[config.mk]
export PLATFORM = sky130hd
export DESIGN_NAME = keypad_pin_lock_controller
export DESIGN_NICKNAME = d
export VERILOG_FILES = /design/src/kplc_pkg.sv /design/src/kplc_cfg.sv /design/src/kplc_core.sv /design/src/keypad_pin_lock_controller.sv
export SDC_FILE = /design/constraint.sdc
export NUM_CORES = 1
export LEC_CHECK = 0
export BUFFER_PORTS_ARGS = -buffer_cell sky130_fd_sc_hd__buf_2
export CAP_MARGIN = 20
export CORE_ASPECT_RATIO = 1.25
export CORE_MARGIN = 2
export CORE_UTILIZATION = 55
export CTS_CLUSTER_DIAMETER = 200
export CTS_CLUSTER_SIZE = 16
export DETAILED_ROUTE_END_ITERATION = 10
export GPL_ROUTABILITY_DRIVEN = 0
export PLACE_DENSITY = 0.73
export SYNTH_ARGS = -nofsm -noshare
export SYNTH_HDL_FRONTEND = slang
export SYNTH_SLANG_ARGS = --single-unit
[constraint.sdc]
create_clock -name clk -period 7.54 [get_ports clk]
set_input_delay 1.508 -clock clk [delete_from_list [all_inputs] [get_ports clk]]
set_output_delay 1.508 -clock clk [all_outputs]
set_load 0.005 [all_outputs]
[src/kplc_pkg.sv]
package kplc_pkg;

	localparam int PIN_DIGITS = 4;
	localparam int CNT_W      = $clog2(PIN_DIGITS + 1);
	localparam int SLOTS      = (PIN_DIGITS < 4) ? PIN_DIGITS : 4;

	typedef enum logic [3:0] {
		EV_NONE    = 4'd0,
		EV_EDIT    = 4'd1,
		EV_GRANT   = 4'd2,
		EV_DENY    = 4'd3,
		EV_SAVE    = 4'd4,
		EV_LOCK    = 4'd5,
		EV_UNLOCK  = 4'd6,
		EV_SETMODE = 4'd7,
		EV_CLEAR   = 4'd8,
		EV_ZERO    = 4'd9,
		EV_IGNORED = 4'd10
	} event_t;

	typedef enum logic [2:0] {
		SND_NONE    = 3'd0,
		SND_CLICK   = 3'd1,
		SND_CONFIRM = 3'd2,
		SND_SET     = 3'd3,
		SND_DOUBLE  = 3'd4,
		SND_WRONG   = 3'd5,
		SND_MELODY  = 3'd6
	} sound_t;

	// key codes; 0 to 9 are digits
	localparam logic [3:0] KEY_DIGIT_MAX = 4'd9;
	localparam logic [3:0] KEY_OK        = 4'd10;
	localparam logic [3:0] KEY_SET       = 4'd11;
	localparam logic [3:0] KEY_CLR       = 4'd12;
	localparam logic [3:0] KEY_DEL       = 4'd13;

	localparam logic FUNC_TICK = 1'b1;

	typedef enum logic [1:0] {
		REG_LOCKOUT_SECONDS  = 2'd0,
		REG_FAILURE_LIMIT    = 2'd1,
		REG_LED_HOLD_MS      = 2'd2,
		REG_TICKS_PER_SECOND = 2'd3
	} cfg_reg_t;

	typedef struct packed {
		logic [7:0]  lockout_seconds;
		logic [3:0]  failure_limit;
		logic [15:0] led_hold_ms;
		logic [15:0] ticks_per_second;
	} cfg_t;

	typedef struct packed {
		event_t      ev;
		sound_t      snd;
		logic        led_lit;
		logic        locked;
		logic [7:0]  seconds_left;
		logic [2:0]  entered_count;
		logic [15:0] entered_digits;
		logic        in_set_mode;
		logic [3:0]  failures;
	} result_t;

endpackage

[src/kplc_cfg.sv]
module kplc_cfg (
	input  logic           clk,
	input  logic           arst_n,
	input  logic           cfg_valid,
	input  logic [1:0]     cfg_index,
	input  logic [15:0]    cfg_data,
	output logic           cfg_ready,
	output kplc_pkg::cfg_t cfg
);
	import kplc_pkg::*;

	cfg_t cfg_q;

	assign cfg_ready = 1'b1;
	assign cfg       = cfg_q;

	always_ff @(posedge clk or negedge arst_n) begin
		if (!arst_n) begin
			cfg_q.lockout_seconds  <= 8'd10;
			cfg_q.failure_limit    <= 4'd3;
			cfg_q.led_hold_ms      <= 16'd1200;
			cfg_q.ticks_per_second <= 16'd1000;
		end else if (cfg_valid) begin
			case (cfg_reg_t'(cfg_index))
				REG_LOCKOUT_SECONDS:  cfg_q.lockout_seconds  <= cfg_data[7:0];
				REG_FAILURE_LIMIT:    cfg_q.failure_limit    <= cfg_data[3:0];
				REG_LED_HOLD_MS:      cfg_q.led_hold_ms      <= cfg_data;
				REG_TICKS_PER_SECOND: cfg_q.ticks_per_second <= cfg_data;
				default: ;
			endcase
		end
	end

endmodule

[src/kplc_core.sv]
module kplc_core (
	input  logic              clk,
	input  logic              arst_n,
	input  logic              fire,
	input  logic              func,
	input  logic [3:0]        key,
	input  kplc_pkg::cfg_t    cfg,
	output kplc_pkg::result_t res
);
	import kplc_pkg::*;

	logic [3:0]       pin_q   [PIN_DIGITS];
	logic [3:0]       buf_q   [PIN_DIGITS];
	logic [CNT_W-1:0] cnt_q;
	logic             set_q;
	logic [3:0]       fail_q;
	logic             lock_q;
	logic [7:0]       secs_q;
	logic [15:0]      tick_q;
	logic             led_q;
	logic [15:0]      ledc_q;

	logic [3:0]       pin_d   [PIN_DIGITS];
	logic [3:0]       buf_d   [PIN_DIGITS];
	logic [CNT_W-1:0] cnt_d;
	logic             set_d;
	logic [3:0]       fail_d;
	logic             lock_d;
	logic [7:0]       secs_d;
	logic [15:0]      tick_d;
	logic             led_d;
	logic [15:0]      ledc_d;
	event_t           ev;
	sound_t           snd;

	always_comb begin
		logic        match;
		logic [15:0] limit;
		logic [15:0] tick_inc;
		logic [15:0] packed_digits;

		for (int i = 0; i < PIN_DIGITS; i++) begin
			pin_d[i] = pin_q[i];
			buf_d[i] = buf_q[i];
		end
		cnt_d  = cnt_q;
		set_d  = set_q;
		fail_d = fail_q;
		lock_d = lock_q;
		secs_d = secs_q;
		tick_d = tick_q;
		led_d  = led_q;
		ledc_d = ledc_q;
		ev     = EV_NONE;
		snd    = SND_NONE;

		match = 1'b1;
		for (int i = 0; i < PIN_DIGITS; i++)
			if (buf_q[i] != pin_q[i])
				match = 1'b0;
		limit    = (cfg.ticks_per_second == 16'd0) ? 16'd1 : cfg.ticks_per_second;
		tick_inc = tick_q + 16'd1;

		if (func == FUNC_TICK) begin
			if (lock_q) begin
				if (secs_q != 8'd0) begin
					if (tick_inc >= limit) begin
						tick_d = 16'd0;
						secs_d = secs_q - 8'd1;
					end else begin
						tick_d = tick_inc;
					end
				end else begin
					lock_d = 1'b0;
					tick_d = 16'd0;
					fail_d = 4'd0;
					cnt_d  = '0;
					led_d  = 1'b0;
					ledc_d = 16'd0;
					ev     = EV_UNLOCK;
				end
			end else if (ledc_q != 16'd0) begin
				ledc_d = ledc_q - 16'd1;
				if (ledc_q == 16'd1)
					led_d = 1'b0;
			end
		end else if (lock_q) begin
			ev = EV_IGNORED;
		end else if (key <= KEY_DIGIT_MAX) begin
			snd = SND_CLICK;
			if (cnt_q < CNT_W'(PIN_DIGITS)) begin
				for (int i = 0; i < PIN_DIGITS; i++)
					if (cnt_q == CNT_W'(i))
						buf_d[i] = key;
				cnt_d = cnt_q + CNT_W'(1);
				ev    = EV_EDIT;
			end
		end else if (key == KEY_DEL) begin
			snd = SND_CLICK;
			if (cnt_q != '0) begin
				cnt_d = cnt_q - CNT_W'(1);
				ev    = EV_EDIT;
			end
		end else if (key == KEY_CLR) begin
			cnt_d  = '0;
			led_d  = 1'b0;
			ledc_d = 16'd0;
			if (set_q) begin
				for (int i = 0; i < PIN_DIGITS; i++)
					pin_d[i] = 4'd0;
				set_d = 1'b0;
				snd   = SND_CONFIRM;
				ev    = EV_ZERO;
			end else begin
				snd = SND_CLICK;
				ev  = EV_CLEAR;
			end
		end else if (key == KEY_SET) begin
			set_d  = 1'b1;
			cnt_d  = '0;
			led_d  = 1'b0;
			ledc_d = 16'd0;
			snd    = SND_SET;
			ev     = EV_SETMODE;
		end else if (key == KEY_OK) begin
			cnt_d = '0;
			if (cnt_q == CNT_W'(PIN_DIGITS) && set_q) begin
				for (int i = 0; i < PIN_DIGITS; i++)
					pin_d[i] = buf_q[i];
				set_d  = 1'b0;
				led_d  = 1'b0;
				ledc_d = 16'd0;
				snd    = SND_DOUBLE;
				ev     = EV_SAVE;
			end else if (cnt_q == CNT_W'(PIN_DIGITS) && match) begin
				fail_d = 4'd0;
				ledc_d = cfg.led_hold_ms;
				led_d  = (cfg.led_hold_ms != 16'd0);
				snd    = SND_MELODY;
				ev     = EV_GRANT;
			end else begin
				// failed check or short entry
				if (fail_q != 4'd15)
					fail_d = fail_q + 4'd1;
				led_d  = 1'b0;
				ledc_d = 16'd0;
				if (fail_q >= cfg.failure_limit) begin
					lock_d = 1'b1;
					secs_d = cfg.lockout_seconds;
					tick_d = 16'd0;
					snd    = SND_NONE;
					ev     = EV_LOCK;
				end else begin
					snd = SND_WRONG;
					ev  = EV_DENY;
				end
			end
		end

		packed_digits = 16'd0;
		for (int i = 0; i < SLOTS; i++)
			if (CNT_W'(i) < cnt_d)
				packed_digits[4*i +: 4] = buf_d[i];

		res.ev             = ev;
		res.snd            = snd;
		res.led_lit        = led_d;
		res.locked         = lock_d;
		res.seconds_left   = lock_d ? secs_d : 8'd0;
		res.entered_count  = 3'(cnt_d);
		res.entered_digits = packed_digits;
		res.in_set_mode    = set_d;
		res.failures       = fail_d;
	end

	// entry digits hold no reset; slots past the count are never shown
	always_ff @(posedge clk) begin
		if (fire)
			for (int i = 0; i < PIN_DIGITS; i++)
				buf_q[i] <= buf_d[i];
	end

	always_ff @(posedge clk or negedge arst_n) begin
		if (!arst_n) begin
			for (int i = 0; i < PIN_DIGITS; i++)
				pin_q[i] <= 4'd0;
			cnt_q  <= '0;
			set_q  <= 1'b0;
			fail_q <= 4'd0;
			lock_q <= 1'b0;
			secs_q <= 8'd0;
			tick_q <= 16'd0;
			led_q  <= 1'b0;
			ledc_q <= 16'd0;
		end else if (fire) begin
			for (int i = 0; i < PIN_DIGITS; i++)
				pin_q[i] <= pin_d[i];
			cnt_q  <= cnt_d;
			set_q  <= set_d;
			fail_q <= fail_d;
			lock_q <= lock_d;
			secs_q <= secs_d;
			tick_q <= tick_d;
			led_q  <= led_d;
			ledc_q <= ledc_d;
		end
	end

endmodule

[src/keypad_pin_lock_controller.sv]
// Channel   Handshake              Payload
// item      item_valid/item_stall  func, key_code
// result    res_valid/res_stall    event_res .. failures (nine status fields)
// config    cfg_valid/cfg_ready    cfg_index, cfg_data
//
// One item per cycle sustained while the result is not stalled. A transferred item sits
// in the input register until it is evaluated, which loads the result register; the
// result transfers from there.
// The whole update is one combinational pass between input and result registers.
// arst_n clears all control state and the stored PIN; config returns to defaults.
// A stalled result holds the output register; the input register still takes one
// more item, and item_stall rises only when both registers are occupied.
module keypad_pin_lock_controller (
	input  logic        clk,
	input  logic        arst_n,
	// item channel
	input  logic        item_valid,
	output logic        item_stall,
	input  logic        func,
	input  logic [3:0]  key_code,
	// result channel
	output logic        res_valid,
	input  logic        res_stall,
	output logic [3:0]  event_res,
	output logic [2:0]  sound,
	output logic        led_lit,
	output logic        locked,
	output logic [7:0]  seconds_left,
	output logic [2:0]  entered_count,
	output logic [15:0] entered_digits,
	output logic        in_set_mode,
	output logic [3:0]  failures,
	// configuration write channel
	input  logic        cfg_valid,
	output logic        cfg_ready,
	input  logic [1:0]  cfg_index,
	input  logic [15:0] cfg_data
);
	import kplc_pkg::*;

	cfg_t       cfg;
	result_t    res_next;
	result_t    res_q;
	logic       res_valid_q;

	// input register
	logic       item_valid_s1;
	logic       func_s1;
	logic [3:0] key_s1;

	logic       advance;   // result register free or being drained
	logic       fire;      // item in s1 is evaluated this cycle
	logic       accept;    // item transfer on the input side

	assign advance    = !res_valid_q || !res_stall;
	assign fire       = item_valid_s1 && advance;
	assign item_stall = item_valid_s1 && !advance;
	assign accept     = item_valid && !item_stall;

	kplc_cfg u_cfg (
		.clk       (clk),
		.arst_n    (arst_n),
		.cfg_valid (cfg_valid),
		.cfg_index (cfg_index),
		.cfg_data  (cfg_data),
		.cfg_ready (cfg_ready),
		.cfg       (cfg)
	);

	kplc_core u_core (
		.clk    (clk),
		.arst_n (arst_n),
		.fire   (fire),
		.func   (func_s1),
		.key    (key_s1),
		.cfg    (cfg),
		.res    (res_next)
	);

	always_ff @(posedge clk or negedge arst_n) begin
		if (!arst_n) begin
			item_valid_s1 <= 1'b0;
		end else if (accept) begin
			item_valid_s1 <= 1'b1;
		end else if (fire) begin
			item_valid_s1 <= 1'b0;
		end
	end

	always_ff @(posedge clk) begin
		if (accept) begin
			func_s1 <= func;
			key_s1  <= key_code;
		end
	end

	always_ff @(posedge clk or negedge arst_n) begin
		if (!arst_n) begin
			res_valid_q <= 1'b0;
		end else if (fire) begin
			res_valid_q <= 1'b1;
		end else if (!res_stall) begin
			res_valid_q <= 1'b0;
		end
	end

	always_ff @(posedge clk) begin
		if (fire)
			res_q <= res_next;
	end

	assign res_valid      = res_valid_q;
	assign event_res      = res_q.ev;
	assign sound          = res_q.snd;
	assign led_lit        = res_q.led_lit;
	assign locked         = res_q.locked;
	assign seconds_left   = res_q.seconds_left;
	assign entered_count  = res_q.entered_count;
	assign entered_digits = res_q.entered_digits;
	assign in_set_mode    = res_q.in_set_mode;
	assign failures       = res_q.failures;

endmodule

==> metrics.cfg, run 1 <==
[synth]
yosys.area.top_type=dfrtp_1
yosys-top-cells-area=dfrtp_1 (26%), edfxtp_1 (20%), mux2_2 (6.8%)
synth_async_sr_flop_share_pct=64.4
synthFlopType=dfrtp_1
syn-cell-area_mm2=0.00939
synth-edff-count=62
post_synth.cell_area_avg_um2=10.3
yosys_register_bits=174
ys_types=80
yosys_warnings=0
synth.net_count=974
synth_top_cell_area_share_pct=26.1
postSynthCellCount=913
synth_seq_area_share_pct=49.9

[cells_and_area]
final_standard_cell_area_without_fillers_mm2=0.0105
final-instance-count-excl-fill=1206
fin_nets=1034
area.growth.synth_to_final_pct=11.9
total_inserted_antenna_cells=0
fraction_of_final_layout_cells_sized_beyond_drive_strength_1_pct=20.8
fill_cells=1337

[clocking]
clkSinkCount=174
cts.path.max_buffers=2
cts-buffers-inserted=17
cts_setup_buffers=0
postCtsHoldBufs=0
cts-resized-gates=0
insertion_delay_ns=0.43
cts_root_buf=clkbuf_16
ctsHtreeMaxLevel=4
clk_transition_reported_paths_ns=0.07
tritoncts=yes

[timing]
tcrit_tclk_final_pct=51.5
rsz0062_at_grt=false
report.final.slew_viol_count=0
finClkSkew_ns=0.0113
finalCriticalPeriod_ns=3.89
finalSetupViolCount=0
worst-slew-pin-transition_ns=0.994
setup_tns_ns=0
timing.fmax_mhz=257
relSlewSlack_pct=33.5
finalHoldViolCount=0

[setup_path]
cp_launch_type=register
cp_num_buf_inv=1
crit_path_start=u_core.tick_q[2]
worst-endpoint-required_ns=7.89
critical_path.most_common_cell=nor3_1
worst_path_largest_cell_delay_ns=0.78
path_max_fanout=22
cp.arrival_ns=4.24
path_delay_family=simple AND/OR/NAND/NOR gates
rr_startpoint=u_core.tick_q[2]
worstSetupEndpointType=register
chain_of_cells_forming_the_critical_path=nand3_1 -> nor2_1 -> nand2_1 -> nor3_1 -> nand3_1 -> xnor2_1 -> ha_1 -> nand4_1 -> nor3_1 -> nor3_1 -> o211ai_1 -> buf_4 -> nor2_1 -> a21oi_1 -> o21ai_0
slowest_stage_cell_crit_path=nor2_1
criticalPathCategory=register to register

[routing]
route.detailed.vias_per_inst=5.97
detail_route.first_pass.iterations=5
initialDrtViolationCount=543
detailed_route_drc_error_count=0
detailroute.via_count=7196
routed_wire_length_per_instance_um=17.9
routed_wirelength_mm=21.5
drt.antenna.violating_nets=0

[global_route]
vias_in_the_first_global_route=6910
groute.usage.overall_pct=25.0
grt_pass1_wl_mm=35.4
antenna_found_initial=0
grt_start_max_net_pins=58
global_route.overflow_total=0

[floorplan]
core_mm2=0.0168
dieWidth_um=121
design.portCount=72
floorplan.die.height_um=150
rows=53
initial_core_util_pct=55.9
die_area_mm2=0.0181

[pwr]
static-leakage-power_nw=4.41
power_mw=2.77
vdd_ir_drop_max_mv=0.193
power_per_cell_area_mw_per_mm2=264

[placed_design]
number_of_placed_cells_counting_well_taps=1174
dp_hpwl_mm=15.4
place_area_mm2=0.00992
io_buffers=70

[hold_path]
min-delay-path-class=register to register
timing.hold.worst.start=item_valid_s1

[job]
cap_viol_max_count=0

[status]
run_status=complete, no violations

through the flow:
stage / util, % / hold slack [ns] / setup slack, ns
5_1_grt: 62.6 / 0.492 / 3.09
2_1_floorplan: - / 0.441 / 3.44
3_5_place_dp: 59.1 / 0.462 / 3.53
3_3_place_gp: 59.0 / 0.454 / 3.61
6_report: 62.6 / 0.474 / 3.65
4_1_cts: 62.6 / 0.478 / 3.67
cell usage in the layout (no fill, tap or decap), types with 4 or more instances in the layout:
cell / Yosys / layout
a211oi_1: 8 / 8
a21boi_0: 8 / 8
a21o_1: 8 / 8
a21oi_1: 31 / 31
a22o_1: 9 / 9
a31oi_1: 19 / 19
and2_1: 12 / 12
and3_1: 5 / 5
buf_2: 7 / 69
buf_4: 2 / 9
clkbuf_16: 0 / 17
clkinvlp_4: 0 / 6
dfrtp_1: 98 / 98
dfstp_2: 14 / 14
edfxtp_1: 62 / 62
ha_1: 33 / 33
inv_1: 56 / 55
inv_2: 3 / 4
inv_6: 0 / 5
mux2_2: 57 / 57
nand2_1: 78 / 78
nand2b_1: 6 / 6
nand3_1: 55 / 55
nand3b_1: 4 / 4
nand4_1: 19 / 19
nor2_1: 52 / 52
nor3_1: 23 / 23
nor4_1: 12 / 12
o211ai_1: 7 / 7
o21a_1: 11 / 11
o21ai_0: 77 / 77
o311a_1: 4 / 4
or3_1: 9 / 9
xnor2_1: 25 / 25
xor2_1: 6 / 6
sequential cells by signal (all words and copies together) (netlist names), 3 cells and up:
register	flops
u_cfg.cfg	44
entered_digits	16
u_core.buf_q	16
u_core.ledc_q	16
u_core.pin_q	16
u_core.tick_q	16
seconds_left	8
u_core.secs_q	8
event_res	4
failures	4
key_s1	4
u_core.fail_q	4
entered_count	3
sound	3
u_core.cnt_q	3
report_power, final:
group	internal (mW)	switching (mW)	total, mW
registers	1.15	0.141	1.30
clock network	0.465	0.390	0.854
logic	0.261	0.361	0.622
total	1.88	0.892	2.77
logic make-up after synthesis:
| kind of cell | share of synthesized area (%) |
|---|---|
| xor gates and xnor gates | 2.89 |
| DFF | 49.9 |
| AOI/OAI and AO/OA | 15.3 |
| muxes | 7.16 |
| adders and majority gates | 4.40 |
| other | 0.0400 |
| buffers and inverters | 4.15 |
| and+or+nand+nor | 16.2 |
Yosys cell counts, types with 8 or more instances:
library cell	count
a21oi_1	31
inv_1	56
nor4_1	12
dfrtp_1	98
ha_1	33
nor2_1	52
dfstp_2	14
nor3_1	23
or3_1	9
a31oi_1	19
a22o_1	9
o21a_1	11
a211oi_1	8
and2_1	12
xnor2_1	25
edfxtp_1	62
o21ai_0	77
nand2_1	78
a21boi_0	8
mux2_2	57
a21o_1	8
nand4_1	19
clkbuf_1	25
nand3_1	55
final timing paths:
check / to / slack, ns / cells after the start
hold / removal: res_valid / 0.47 / 1
setup / recovery: u_core.tick_q[6] / 3.65 / 15
min in group asynchronous: u_core.pin_q[2] / 1.14 / 1
hold reg to reg: res_valid / 0.47 / 1
setup reg to reg: u_core.tick_q[6] / 3.65 / 15
max in group asynchronous: u_core.fail_q[0] / 5.16 / 2
cell type report:
class	instances	area, um^2	area share, %
Clock buffer	17	425	4.05
Timing Repair Buffer	79	424	4.04
Multi-Input combinational cell	642	4310	41.1
Tap cell	220	275	2.62
Clock inverter	15	155	1.48
Inverter	59	221	2.11
Sequential cell	174	4680	44.6
per-layer routing:
metal | track usage, % | wire [um] | vias to the layer above
met5 | 0 | 0 | -
met4 | 11.1 | 682 | 0
met3 | 4.08 | 1010 | 52
met2 | 41.3 | 10900 | 215
met1 | 32.4 | 8980 | 3460
li1 | - | - | 3469
Note: power is estimated with default switching activity, not from simulation.
==> inputs of run 2 (changes only) <==
--- a/config.mk
+++ b/config.mk
@@ -5,6 +5,7 @@
 export SDC_FILE = /design/constraint.sdc
 export NUM_CORES = 1
 export LEC_CHECK = 0
+export ABC_AREA = 1
 export BUFFER_PORTS_ARGS = -buffer_cell sky130_fd_sc_hd__buf_2
 export CAP_MARGIN = 20
 export CORE_ASPECT_RATIO = 1.25
==> constraint.sdc (replaced) <==
create_clock -name clk -period 3.8 [get_ports clk]
set_input_delay 0.76 -clock clk [delete_from_list [all_inputs] [get_ports clk]]
set_output_delay 0.76 -clock clk [all_outputs]
set_load 0.005 [all_outputs]
==> run 2 against run 1 <==
Compared with the run above: non-clock buffer count decreased by 1; register-to-register slack worse by 3.2 ns; global-route usage decreased by 0.17 points; largest power group unchanged; total power up 150%; area after synthesis rose by 3.8%; worst setup slack got worse by 3.2 ns; routed wire length increased by 3.4%; count of clock-buffer cells in the layout increased by 1; maximum frequency increased by 17%; critical path depth shrank 1; clock skew up 0.0018 ns; critical endpoint is now u_core.tick_q[0]; sequential share of layout area down 1.3 points.
==> metrics.cfg, run 2 <==
[timing]
finalSetupViolCount=0
hold_ws_ns=0.388
tcrit_tclk_final_pct=87.6
relSlewSlack_pct=36.2
worst-slew-pin-transition_ns=0.957
rsz0062_at_grt=false
finClkSkew_ns=0.0131
finalHoldViolCount=0
finalCriticalPeriod_ns=3.33
setup_tns_ns=0
report.final.slew_viol_count=0
fin_ws_ns=0.471
timing.fmax_mhz=300

[cells_and_area]
flip_flop_count_of_the_largest_register_all_copies_and_words_added=44
finalCoreUtilization_pct=62.0
fill_cells=1584
area.growth.synth_to_final_pct=10.9
fraction_of_final_layout_cells_sized_beyond_drive_strength_1_pct=13.7
layout.cells.most_common_list=nand2_1 (262), inv_1 (185), dfrtp_1 (98), o21ai_0 (93), nor2_1 (89)
multiInputGateArea_mm2=0.00411
final-instance-count-excl-fill=1484
total_inserted_antenna_cells=0
register_area_mm2=0.00468
fin_nets=1308
final_standard_cell_area_without_fillers_mm2=0.0108
mostFrequentLayoutCell=nand2_1

[floorplan]
core_mm2=0.0174
dieWidth_um=123
rows=54
die_area_mm2=0.0188
initial_core_util_pct=55.9
floorplan.die.height_um=153
design.portCount=72

[placed_design]
number_of_placed_cells_counting_well_taps=1452
dp_hpwl_mm=15.9
place_ws_ns=0.541
io_buffers=70
place_area_mm2=0.0102

[synth]
synth_async_sr_flop_share_pct=64.4
yosys_warnings=0
synthFlopType=dfrtp_1
synth.most_common_cell=nand2_1
post_synth.cell_area_avg_um2=8.21
yosys-top-cells-area=dfrtp_1 (25%), edfxtp_1 (19%), nand2_1 (10%)
syn-cell-area_mm2=0.00974
netlist_top_cells_count=nand2_1 (262), inv_1 (185), dfrtp_1 (98), o21ai_0 (93), nor2_1 (89)
synth-edff-count=62
synth_seq_area_share_pct=48.1
postSynthCellCount=1186
synth_top_cell_area_share_pct=25.2
yosys_register_bits=174
yosys.area.top_type=dfrtp_1
synth.net_count=1247
ys_types=50

[setup_path]
crit_end=u_core.tick_q[0]
criticalPathCategory=register to register
cp.arrival_ns=3.69
r2r-end=u_core.tick_q[0]
timing.reg2reg.setup_slack_ns=0.47
worstSetupEndpointType=register
worst-endpoint-required_ns=4.16
crit_path_start=u_core.tick_q[7]
reg2regPathDepth=14
rr_startpoint=u_core.tick_q[7]
path_max_fanout=16
cp_launch_type=register

[pwr]
power_per_cell_area_mw_per_mm2=630
power_mw=6.81
vdd_ir_drop_max_mv=0.329
static-leakage-power_nw=5.21

[global_route]
grtUsageMet3_pct=3.67
globalRouteMet2Util_pct=42.8
global_route.overflow_total=0
vias_in_the_first_global_route=7671
gr-usage-met1_pct=30.7
grt_pass1_wl_mm=36.9
groute.usage.overall_pct=24.8
grt_start_max_net_pins=80
antenna_found_initial=0
global_route.peak_usage_layer=met2

[clocking]
clk_transition_reported_paths_ns=0.07
postCtsHoldBufs=0
cts-buffers-inserted=17
cts_setup_buffers=0
tritoncts=yes
ctsHtreeMaxLevel=4
cts_root_buf=clkbuf_16
clkSinkCount=174
insertion_delay_ns=0.44
cts.path.max_buffers=2
cts-resized-gates=0

[status]
run_status=complete, no violations

[routing]
initialDrtViolationCount=616
routed_wire_length_per_instance_um=15.0
detailroute.via_count=8087
detailed_route_drc_error_count=0
drt.antenna.violating_nets=0
routed_wirelength_mm=22.3
detail_route.first_pass.iterations=8
route.detailed.vias_per_inst=5.45

[hold_path]
min-delay-path-class=input port to asynchronous set/reset pin

[job]
cap_viol_max_count=0

## run 2: metal layers
metal	share of wire, %	up-vias
li1	-	4013
met1	42	3797
met2	51	226
met3	4.0	51
met4	3.0	0
met5	0	-
## run 2: layout make-up
class / count / area share (%)
inverters: 194 / 6.74
repair buffers: 78 / 3.94
clock buffers: 18 / 4.07
well taps: 224 / 2.59
flip-flops and latches: 174 / 43.4
clock inverters: 14 / 1.25
multi-input cells: 782 / 38.1
## run 2: report_power, final
| part | switching [mW] | internal (mW) |
|---|---|---|
| Clock | 0.772 | 0.932 |
| Combinational | 1.44 | 0.781 |
| Sequential | 0.392 | 2.49 |
## run 2: how the worst min path moves through the flow
stage / start / to / slack [ns]
after floorplan: u_cfg.cfg[34] / u_cfg.cfg[34] / 0.45
after global placement: u_cfg.cfg[35] / u_cfg.cfg[35] / 0.47
after detailed placement: u_cfg.cfg[42] / u_cfg.cfg[42] / 0.47
after CTS: arst_n / u_core.pin_q[3] / 0.40
after global routing: arst_n / u_core.secs_q[6] / 0.45
final: arst_n / u_core.secs_q[3] / 0.39
## run 2: cell families (layout without fill, tap and decap cells)
family          after synthesis  count (layout)  synth area share [%]
simple gates                534             534                  24.8
buf+inv                     230             304                  9.71
compound gates              194             194                  11.3
flops                       174             174                  48.1
fa+ha+maj                    33              33                  4.24
xor+xnor                     20              20                  1.80
other cells                   1               1                0.0385
## run 2: critical path, cell delays in order, from the launching register on
cell	delay (ns)
dfrtp_1	0.45
inv_1	0.12
nor3_1	0.26
nand4_1	0.13
nor2_1	0.16
xnor2_1	0.15
inv_1	0.07
ha_1	0.32
a21oi_1	0.14
o21ai_0	0.09
a21oi_1	0.12
nand3_1	0.42
buf_4	0.38
or3_1	0.31
o21ai_1	0.11
==> inputs of run 3 (changes only) <==
--- a/config.mk
+++ b/config.mk
@@ -15,7 +15,7 @@
 export CTS_CLUSTER_SIZE = 16
 export DETAILED_ROUTE_END_ITERATION = 10
 export GPL_ROUTABILITY_DRIVEN = 0
-export PLACE_DENSITY = 0.73
+export PLACE_DENSITY = 0.74
 export SYNTH_ARGS = -nofsm -noshare
 export SYNTH_HDL_FRONTEND = slang
 export SYNTH_SLANG_ARGS = --single-unit
==> run 3 against run 2 <==
Compared with the run above: global-route usage decreased by 0.65 points; final cell count about the same; clock power decreased by 2%.
==> metrics.cfg, run 3 (synthesized netlist as in run 2, its figures left out) <==
[pwr]
power_mw=6.73
switching_pwr_mw=2.55
cell_internal_pwr_mw=4.18
vdd_ir_drop_max_mv=0.328
power_per_cell_area_mw_per_mm2=624
power.share.switching_pct=37.9
power_frac_clock_pct=24.7
sequentialPowerShare_pct=42.7
static-leakage-power_nw=5.19
comb_power_share_pct=32.6

[floorplan]
die_area_mm2=0.0188
design.portCount=72
rows=54
initial_core_util_pct=55.9
core_mm2=0.0174
dieWidth_um=123
floorplan.die.height_um=153

[clocking]
tritoncts=yes
insertion_delay_ns=0.44
clkSinkCount=174
ctsHtreeMaxLevel=4
clk_transition_reported_paths_ns=0.07
cts_root_buf=clkbuf_16
postCtsHoldBufs=0
cts_setup_buffers=0
cts.path.max_buffers=2
cts-resized-gates=0
cts-buffers-inserted=17

[timing]
finalCriticalPeriod_ns=3.37
finalHoldViolCount=0
report.final.slew_viol_count=0
hold_ws_ns=0.409
relSlewSlack_pct=39.0
timing.fmax_mhz=296
finalSetupViolCount=0
rsz0062_at_grt=false
worst-slew-pin-transition_ns=0.915
setup_tns_ns=0
tcrit_tclk_final_pct=88.8
finClkSkew_ns=0.0113

[setup_path]
criticalPathCategory=register to register
worstSetupEndpointType=register
cp.arrival_ns=3.73
reg2regPathDepth=14
rr_startpoint=u_core.tick_q[0]
worst-endpoint-required_ns=4.15
r2r-end=u_core.tick_q[0]
cp_launch_type=register
timing.reg2reg.setup_slack_ns=0.43
path_max_fanout=16

[routing]
route.detailed.vias_per_inst=5.35
routed_wirelength_mm=21.6
detailroute.via_count=7938
detail_route.first_pass.iterations=5
routed_wire_length_per_instance_um=14.6
detailed_route_drc_error_count=0
initialDrtViolationCount=590
drt.antenna.violating_nets=0

[placed_design]
io_buffers=70
dp_hpwl_mm=15.5

[job]
cap_viol_max_count=0

[global_route]
grt_pass1_wl_mm=35.8
groute.usage.overall_pct=24.2
grt_start_max_net_pins=80
global_route.overflow_total=0
antenna_found_initial=0
vias_in_the_first_global_route=7522

[cells_and_area]
mostFrequentLayoutCell=nand2_1
layout.cells.most_common_list=nand2_1 (262), inv_1 (185), dfrtp_1 (98), o21ai_0 (93), nor2_1 (89)
finalCoreUtilization_pct=61.9
total_inserted_antenna_cells=0
flip_flop_count_of_the_largest_register_all_copies_and_words_added=44
fin_nets=1307
multiInputGateArea_mm2=0.00411
fill_cells=1507
register_area_mm2=0.00468
fraction_of_final_layout_cells_sized_beyond_drive_strength_1_pct=13.6
area.growth.synth_to_final_pct=10.7

[status]
run_status=complete, no violations

[hold_path]
min-delay-path-class=input port to asynchronous set/reset pin

==> run 3: changes by cell type in the layout (fill, tap and decap cells not counted), sizes merged <==
cell | previous run | this run
clkinvlp | 2 | 4
clkbuf | 18 | 17
inv | 198 | 197
buf | 78 | 77
==> run 3: how the worst max path moves through the flow <==
stage	start	endpoint	cells after the start
final	u_core.tick_q[0]	u_core.tick_q[0]	14
after global routing	u_core.tick_q[0]	seconds_left[0]	19
after CTS	u_core.tick_q[0]	u_core.tick_q[0]	14
after detailed placement	u_core.tick_q[0]	u_core.tick_q[0]	14
after global placement	u_core.tick_q[0]	u_core.tick_q[0]	14
after floorplan	res_stall	entered_count[0]	4
==> run 3: cell type report <==
class	instances	share of cell area, %
repair buffers	77	3.88
flip-flops and latches	174	43.4
clock buffers	17	3.94
multi-input cells	782	38.1
inverters	194	6.75
well taps	224	2.60
clock inverters	15	1.30
==> run 3: metrics by stage <==
step,setup slack [ns],cell area (um^2),cells
3_5_place_dp,0.524,10200,1451
3_3_place_gp,0.634,10200,1451
2_1_floorplan,0.553,9740,1186
4_1_cts,0.452,10800,1483
5_1_grt,0.0853,10800,1483
6_report,0.427,10800,1483
==> run 3: metal layers <==
metal	GRT usage (%)	wire length, um	vias to the layer above
met5	0	0	-
met3	3.59	907	45
met4	10.1	648	0
met1	30.3	9160	3670
li1	-	-	4018
met2	41.3	10900	205
==> run 3: worst max-delay path, cell delays in order, from the launching register on <==
cell	delay (ns)
dfrtp_1	0.41
nand3_1	0.13
inv_1	0.13
nand3_1	0.12
nor4_1	0.27
xor2_1	0.23
inv_1	0.06
ha_1	0.31
a21oi_1	0.16
o21ai_0	0.10
a21oi_1	0.14
nand3_1	0.40
buf_4	0.36
or3_1	0.32
o21ai_1	0.13
==> run 3: power groups by stage <==
stage	logic, mW	registers [mW]	clock network (mW)
2_1_floorplan	1.68	2.81	0
3_3_place_gp	2.14	2.89	0
3_5_place_dp	2.19	2.90	0
4_1_cts	2.21	2.87	1.69
5_1_grt	2.55	2.94	1.77
6_report	2.20	2.88	1.66
